File: config.mk
export PLATFORM = sky130hd
export DESIGN_NAME = fdrc_ctrl
export DESIGN_NICKNAME = d
export VERILOG_FILES = /design/src/rtl/core/fdrc_pkg.sv /design/src/rtl/core/fdrc_ctrl.sv
export SDC_FILE = /design/constraint.sdc
export NUM_CORES = 1
export LEC_CHECK = 0
export BUFFER_PORTS_ARGS = -buffer_cell sky130_fd_sc_hd__buf_2
export CAP_MARGIN = 0
export CORE_MARGIN = 4
export CORE_UTILIZATION = 50
export DETAILED_ROUTE_END_ITERATION = 10
export PLACE_DENSITY = 0.81
export REMOVE_ABC_BUFFERS = 1
export SLEW_MARGIN = 20
export SYNTH_ARGS = -nofsm -noshare
export SYNTH_HDL_FRONTEND = slang
export SYNTH_SLANG_ARGS = --single-unit
File: constraint.sdc
create_clock -name clk -period 3.3 [get_ports clk]
set_input_delay 0.66 -clock clk [delete_from_list [all_inputs] [get_ports clk]]
set_output_delay 0.66 -clock clk [all_outputs]
set_load 0.02 [all_outputs]
File: src/rtl/core/fdrc_pkg.sv
// fdrc_pkg: shared constants and types of the fdr p-value correction block
// no dependencies; imported by every module of the block

package fdrc_pkg;

	localparam int MAX_ITEMS = 64;
	localparam int IDX_W     = $clog2(MAX_ITEMS);
	localparam int CNT_W     = IDX_W + 1;
	localparam int P_W       = 33;
	localparam int PROD_W    = P_W + IDX_W;
	localparam int DATA_W    = 40;
	localparam int OUT_W     = ((IDX_W + P_W + 7) / 8) * 8;
	localparam logic [P_W-1:0] P_ONE = {1'b1, {(P_W-1){1'b0}}};

	// controller states
	typedef enum logic [13:0] {
		ST_COLLECT   = 14'b00000000000001,
		ST_RANK_LOAD = 14'b00000000000010,
		ST_RANK_HOLD = 14'b00000000000100,
		ST_RANK_SCAN = 14'b00000000001000,
		ST_RANK_WR   = 14'b00000000010000,
		ST_CORR_ORD  = 14'b00000000100000,
		ST_CORR_VAL  = 14'b00000001000000,
		ST_CORR_MUL  = 14'b00000010000000,
		ST_DIV_START = 14'b00000100000000,
		ST_DIV_WAIT  = 14'b00001000000000,
		ST_CORR_WR   = 14'b00010000000000,
		ST_OUT_RD    = 14'b00100000000000,
		ST_OUT_LOAD  = 14'b01000000000000,
		ST_OUT_WAIT  = 14'b10000000000000
	} state_t;

	// commands from controller to datapath
	typedef struct packed {
		logic collect;
		logic rank_load;
		logic rank_hold;
		logic rank_scan;
		logic rank_wr;
		logic corr_ord;
		logic corr_val;
		logic corr_mul;
		logic div_start;
		logic corr_wr;
		logic out_rd;
		logic out_load;
		logic out_wait;
	} cmd_t;

	// status from datapath to controller
	typedef struct packed {
		logic batch_end;
		logic scan_done;
		logic a_last;
		logic i_last;
		logic div_done;
		logic k_last;
		logic out_taken;
	} status_t;

endpackage

File: src/rtl/core/fdrc_ctrl.sv
// fdrc_ctrl: sequencer for collect, rank, correct and output phases
// depends on fdrc_pkg

module fdrc_ctrl import fdrc_pkg::*; (
	input  logic    clk,
	input  logic    arst_n,
	input  status_t status,
	output cmd_t    cmd
);

	state_t state_q, state_d;

	// next state
	always_comb begin
		state_d = state_q;
		case (state_q)
			ST_COLLECT:   if (status.batch_end) state_d = ST_RANK_LOAD;
			ST_RANK_LOAD: state_d = ST_RANK_HOLD;
			ST_RANK_HOLD: state_d = ST_RANK_SCAN;
			ST_RANK_SCAN: if (status.scan_done) state_d = ST_RANK_WR;
			ST_RANK_WR:   state_d = status.a_last ? ST_CORR_ORD : ST_RANK_LOAD;
			ST_CORR_ORD:  state_d = ST_CORR_VAL;
			ST_CORR_VAL:  state_d = ST_CORR_MUL;
			ST_CORR_MUL:  state_d = ST_DIV_START;
			ST_DIV_START: state_d = ST_DIV_WAIT;
			ST_DIV_WAIT:  if (status.div_done) state_d = ST_CORR_WR;
			ST_CORR_WR:   state_d = status.i_last ? ST_OUT_RD : ST_CORR_ORD;
			ST_OUT_RD:    state_d = ST_OUT_LOAD;
			ST_OUT_LOAD:  state_d = ST_OUT_WAIT;
			ST_OUT_WAIT: begin
				if (status.out_taken) state_d = status.k_last ? ST_COLLECT : ST_OUT_RD;
			end
			default:      state_d = ST_COLLECT;
		endcase
	end

	always_ff @(posedge clk or negedge arst_n) begin
		if (!arst_n) state_q <= ST_COLLECT;
		else state_q <= state_d;
	end

	// commands decoded from state
	always_comb begin
		cmd           = '0;
		cmd.collect   = state_q == ST_COLLECT;
		cmd.rank_load = state_q == ST_RANK_LOAD;
		cmd.rank_hold = state_q == ST_RANK_HOLD;
		cmd.rank_scan = state_q == ST_RANK_SCAN;
		cmd.rank_wr   = state_q == ST_RANK_WR;
		cmd.corr_ord  = state_q == ST_CORR_ORD;
		cmd.corr_val  = state_q == ST_CORR_VAL;
		cmd.corr_mul  = state_q == ST_CORR_MUL;
		cmd.div_start = state_q == ST_DIV_START;
		cmd.corr_wr   = state_q == ST_CORR_WR;
		cmd.out_rd    = state_q == ST_OUT_RD;
		cmd.out_load  = state_q == ST_OUT_LOAD;
		cmd.out_wait  = state_q == ST_OUT_WAIT;
	end

endmodule

==> results_dict.tcl, run 1 <==
set metrics [dict create \
    status "complete, no violations" \
    timing.final.crit_period_ns 2.96 \
    dieHeight_um 51.2 \
    crit_type "reg -> out" \
    drv_cap 0 \
    grt_pass1_wl_um 3540 \
    critPathArrivalTime_ns 2.30 \
    muxShareOfSynthArea_pct 2.82 \
    ir_worst_vdd_mv 0.257 \
    swShare_pct 41.0 \
    viasPerCell 5.65 \
    power_frac_comb_pct 48.4 \
    first_global_vias 817 \
    async_flop_share_pct 100 \
    place_congestion 0.823 \
    cts_buffer_depth 2 \
    synth_top_family_by_area "simple AND/OR/NAND/NOR gates" \
    numCtsBuffers 3 \
    yosysSeqAreaShare_pct 37.7 \
    die_w_um 51.2 \
    cts_sinks 14 \
    nNetsFinal 138 \
    start_util_pct 53.4 \
    max_freq_ghz 0.338 \
    num_vias 865 \
    synth-simple-area-share_pct 40.4 \
    die_area_um2 2620 \
    slew-limit-headroom_pct 66.5 \
    overflow 0 \
    ys_ff_latch 14 \
    clk_latency_ns 0.29 \
    dp_slack_ns 0.529 \
    finClkSkew_ns 0.00678 \
    placed_cell_area_um2 1050 \
    io_pins 22 \
    endpoint_kind "primary output" \
    hold_viol_final 0 \
    wire_per_inst_um 13.9 \
    post_cts_buffers 0 \
    total_power_uw 643 \
    p_clk_share_pct 16.2 \
    holdWs_ns 0.248 \
    syn-mean-instance-area_um2 8.88 \
    netSwitchingPower_uw 264 \
    worst_slew_pin_slew_ns 0.499 \
    setup_tns_ns 0 \
    firstDrtPassIters 4 \
    dpl.hpwl_um 1610 \
    final.setup.worst_slack_ns 0.341 \
    drive_gt1_share_pct 26.6 \
    p_int_uw 379 \
    htree_num_levels 1 \
    track_usage_pct 18.5 \
    syn_area_um2 932 \
    setup_violations 0 \
    p_seq_share_pct 35.3 \
    drc 0 \
    tritoncts "yes" \
    grt_max_degree 15 \
    placement.io_buffers 21 \
    synth-compound-area-share_pct 13.0 \
    totalWireLength_um 2130 \
    stdcell_area_um2 1090 \
    required_ns 2.64 \
    final_util_pct 62.2 \
    largestRegisters "state_q: 14 flops" \
    syn_inst 105 \
    yosysWarnings 0 \
    ant_nets 0 \
    fin_cells 153 \
    synth_xor_area_share_pct 2.82 \
    insertedDiodeCount 0 \
    dpl.cell_count 149 \
    ys_types 39 \
    rows 15 \
    top_register "state_q" \
    rsz0062_at_grt "false" \
    grt_antenna_before_repair 0 \
    drt_iter0_markers 8 \
    largest_reg_flops 14 \
    synthAdderAreaFrac_pct 0 \
    cts-root-buf "clkbuf_4" \
    syn2layout_area_growth_pct 16.5 \
    clkTransAtPathRegs_ns 0.09 \
    powerDensity_nw_per_um2 592 \
    synth_ff_type "dfrtp_1" \
    synth-edff-count 0 \
    path_max_fanout 10 \
    slew_viol_final 0 \
    cp-start-kind "register" \
    core_area_um2 1750 \
    min_path_type "in -> async" \
    p_leak_nw 0.557 \
    fin_crit_sh_pct 89.7 \
]
Yosys cell counts (2+ instances only):
master    number  area [um^2]
dfrtp_1       13          325
nor2_1        11         41.3
a21oi_1        7         35.0
nand2_1        6         22.5
nor3_1         6         30.0
o21ai_0        5         25.0
inv_1          4         15.0
nand2b_1       4         25.0
nor3b_1        4         30.0
nor4_1         4         25.0
and3_1         3         18.8
and3b_1        3         26.3
nand3_1        3         15.0
or3_1          3         18.8
and4_1         2         17.5
o211a_1        2         20.0
or2_2          2         12.5
xor2_1         2         17.5
power by group through the flow:
| stage | combinational (mW) | clock (mW) | sequential (mW) |
|---|---|---|---|
| finish | 0.312 | 0.105 | 0.227 |
| global route | 0.343 | 0.115 | 0.233 |
| CTS | 0.309 | 0.107 | 0.226 |
| detailed placement | 0.307 | 0 | 0.229 |
| global placement | 0.300 | 0 | 0.227 |
| floorplan | 0.240 | 0 | 0.221 |
routing by layer:
layer / global-route usage [%] / vias to the layer above / share of wire [%]
met5: 0 / - / 0
met4: 10.3 / 0 / 2.3
met3: 3.79 / 5 / 4.7
met2: 28.8 / 20 / 46
met1: 23.7 / 405 / 47
li1: - / 435 / -
cells by family after synthesis:
group,Yosys count
AO/OA/AOI/OAI,19
AND/OR/NAND/NOR,61
buffers and inverters,6
multiplexers,2
flip-flops,14
XOR/XNOR,3
worst paths after layout:
path | start | end | slack (ns) | depth (start not counted)
setup / recovery | state_q[9]$_DFFE_PN0P_ | cmd[8] | 0.34 | 5
hold / removal | arst_n | state_q[2]$_DFFE_PN0P_ | 0.25 | 1
setup reg to reg | state_q[9]$_DFFE_PN0P_ | state_q[0]$_DFFE_PN1P_ | 1.08 | 6
hold reg to reg | state_q[10]$_DFFE_PN0P_ | state_q[12]$_DFFE_PN0P_ | 0.55 | 1
max in group asynchronous | arst_n | state_q[0]$_DFFE_PN1P_ | 2.76 | 1
min in group clk | state_q[10]$_DFFE_PN0P_ | state_q[12]$_DFFE_PN0P_ | 0.55 | 1
critical path, cell delays in order, from the launching register on:
cell,delay [ns]
dfrtp_1,0.48
nor4_2,0.53
nand2_1,0.18
nor4_1,0.37
and3b_1,0.27
buf_2,0.18
placed cells by master (no fill, tap or decap), types with 2 or more instances in the layout:
cell	n
buf_2	21
dfrtp_1	13
nor2_1	11
a21oi_1	7
nor3_1	6
nand2_1	6
o21ai_0	5
nor3b_1	4
nand2b_1	4
inv_1	4
nand3_1	3
nor4_1	3
and3_1	3
and3b_1	3
or3_1	3
clkbuf_4	3
or2_2	2
and4_1	2
xor2_1	2
o211a_1	2
area by class of cell:
cell class              count  area, um^2
repair buffers             21         105
fillers                   163         659
inverters                   4        15.0
clock buffers               4        26.3
multi-input cells          85         557
well taps                  25        31.3
flip-flops and latches     14         352
repair_timing:
item / CTS / global route
setup endpoints to repair: 0 / 2
hold buffers: 0 / 0
gates resized for setup: 0 / 1
(Power assumes the default switching activity.)
==> run 2, diff against run 1 <==
- PLACE_DENSITY: 0.81 -> 0.75
==> results_dict.tcl, run 2 (synthesized netlist as in run 1, its figures left out) <==
set metrics [dict create \
    rows 15 \
    hold_viol_final 0 \
    final_common_cell "buf_2" \
    stdcell_area_um2 1090 \
    overflow 0 \
    first_global_vias 851 \
    crit_buf_inv 1 \
    insertedDiodeCount 0 \
    nNetsFinal 138 \
    cp_top_family "simple AND/OR/NAND/NOR gates" \
    status "complete, no violations" \
    io_pins 22 \
    largestRegisters "state_q: 14 flops" \
    dpl.hpwl_um 1710 \
    totalWireLength_um 2240 \
    clk_latency_ns 0.28 \
    grt_antenna_before_repair 0 \
    dieHeight_um 51.2 \
    cp_cell_sequence "nor4_2, nand2_1, nor4_1, and3b_1, buf_2" \
    die_w_um 51.2 \
    p_leak_nw 0.557 \
    min_path_type "in -> async" \
    tritoncts "yes" \
    viasPerCell 5.76 \
    setup_violations 0 \
    finClkSkew_ns 0.0115 \
    wire_per_inst_um 14.6 \
    ant_nets 0 \
    die_area_um2 2620 \
    clkTransAtPathRegs_ns 0.09 \
    worst_slew_pin_slew_ns 0.441 \
    cts_buffer_depth 2 \
    num_vias 881 \
    endpoint_kind "primary output" \
    layout_common_cells "buf_2, dfrtp_1, nor2_1" \
    ir_worst_vdd_mv 0.267 \
    place_congestion 0.794 \
    placed_cell_area_um2 1050 \
    grt_pass1_wl_um 3690 \
    slew-limit-headroom_pct 70.4 \
    path_max_fanout 10 \
    crit_type "reg -> out" \
    fillers 169 \
    cts-root-buf "clkbuf_4" \
    largest_reg_flops 14 \
    setup_tns_ns 0 \
    cp_slowest_stage_delay_ns 0.49 \
    powerDensity_nw_per_um2 589 \
    max_freq_ghz 0.343 \
    hold_buffers 0 \
    start_util_pct 53.4 \
    grt_max_degree 15 \
    top_register "state_q" \
    drive_gt1_share_pct 26.6 \
    cts_sinks 14 \
    syn2layout_area_growth_pct 16.5 \
    drv_cap 0 \
    rsz0062_at_grt "false" \
    drt_iter0_markers 21 \
    required_ns 2.64 \
    total_power_uw 639 \
    cp_slowest_cell "nor4_2" \
    htree_num_levels 1 \
    track_usage_pct 18.8 \
    timing.final.crit_period_ns 2.91 \
    placement.io_buffers 21 \
    drc 0 \
    slew_viol_final 0 \
    cp-start-kind "register" \
    core_area_um2 1750 \
    critPathArrivalTime_ns 2.25 \
    final_util_pct 62.2 \
    numCtsBuffers 3 \
    fin_crit_sh_pct 88.3 \
    firstDrtPassIters 4 \
]
## run 2: cell counts in the layout (fill, tap and decap cells not counted)
Identical to the previous run, type by type.
## run 2: timing repair
action                                  in CTS  in global routing
resized for setup                            0                  1
endpoints found under the setup margin       0                  2
buffers inserted                             0                  0
## run 2: final cells by class
cell class | count | area, um^2 | share of cell area, %
Timing Repair Buffer | 21 | 105 | 9.68
Clock buffer | 4 | 26.3 | 2.42
Multi-Input combinational cell | 85 | 557 | 51.3
Inverter | 4 | 15.0 | 1.38
Sequential cell | 14 | 352 | 32.4
Tap cell | 25 | 31.3 | 2.88
## run 2: worst paths after layout
check / slack, ns / cells after the start / startpoint / end
max: 0.39 / 5 / state_q[9]$_DFFE_PN0P_ / cmd[8]
min: 0.26 / 1 / arst_n / state_q[9]$_DFFE_PN0P_
max reg2reg: 1.07 / 6 / state_q[9]$_DFFE_PN0P_ / state_q[0]$_DFFE_PN1P_
min reg2reg: 0.55 / 1 / state_q[10]$_DFFE_PN0P_ / state_q[12]$_DFFE_PN0P_
max in group asynchronous: 2.73 / 1 / arst_n / state_q[0]$_DFFE_PN1P_
min in group clk: 0.55 / 1 / state_q[10]$_DFFE_PN0P_ / state_q[12]$_DFFE_PN0P_
## run 2: stage by stage
step           hold slack (ns)  std cells  setup WS, ns
3_5_place_dp             0.537        149         0.553
2_1_floorplan            0.364        103         0.749
5_1_grt                  0.276        153         0.116
6_report                 0.258        153         0.386
4_1_cts                  0.262        153         0.234
3_3_place_gp             0.537        149         0.650
## run 2: power breakdown
part / internal (mW) / switching [mW] / total [mW] / leakage, nW
Combinational: 0.136 / 0.174 / 0.310 / 0.351
Sequential: 0.197 / 0.0310 / 0.228 / 0.190
Clock: 0.0469 / 0.0548 / 0.102 / 0.0150
## run 2: per-layer routing
layer  up-vias  track usage [%]  part of all wire (%)  wire length [um]
met5         -                0                     0                 0
met4         0             6.73                  0.63                14
met3         2             2.92                   4.6               103
met2        22             31.1                    49              1100
met1       420             24.6                    46              1030
li1        437                -                     -                 -
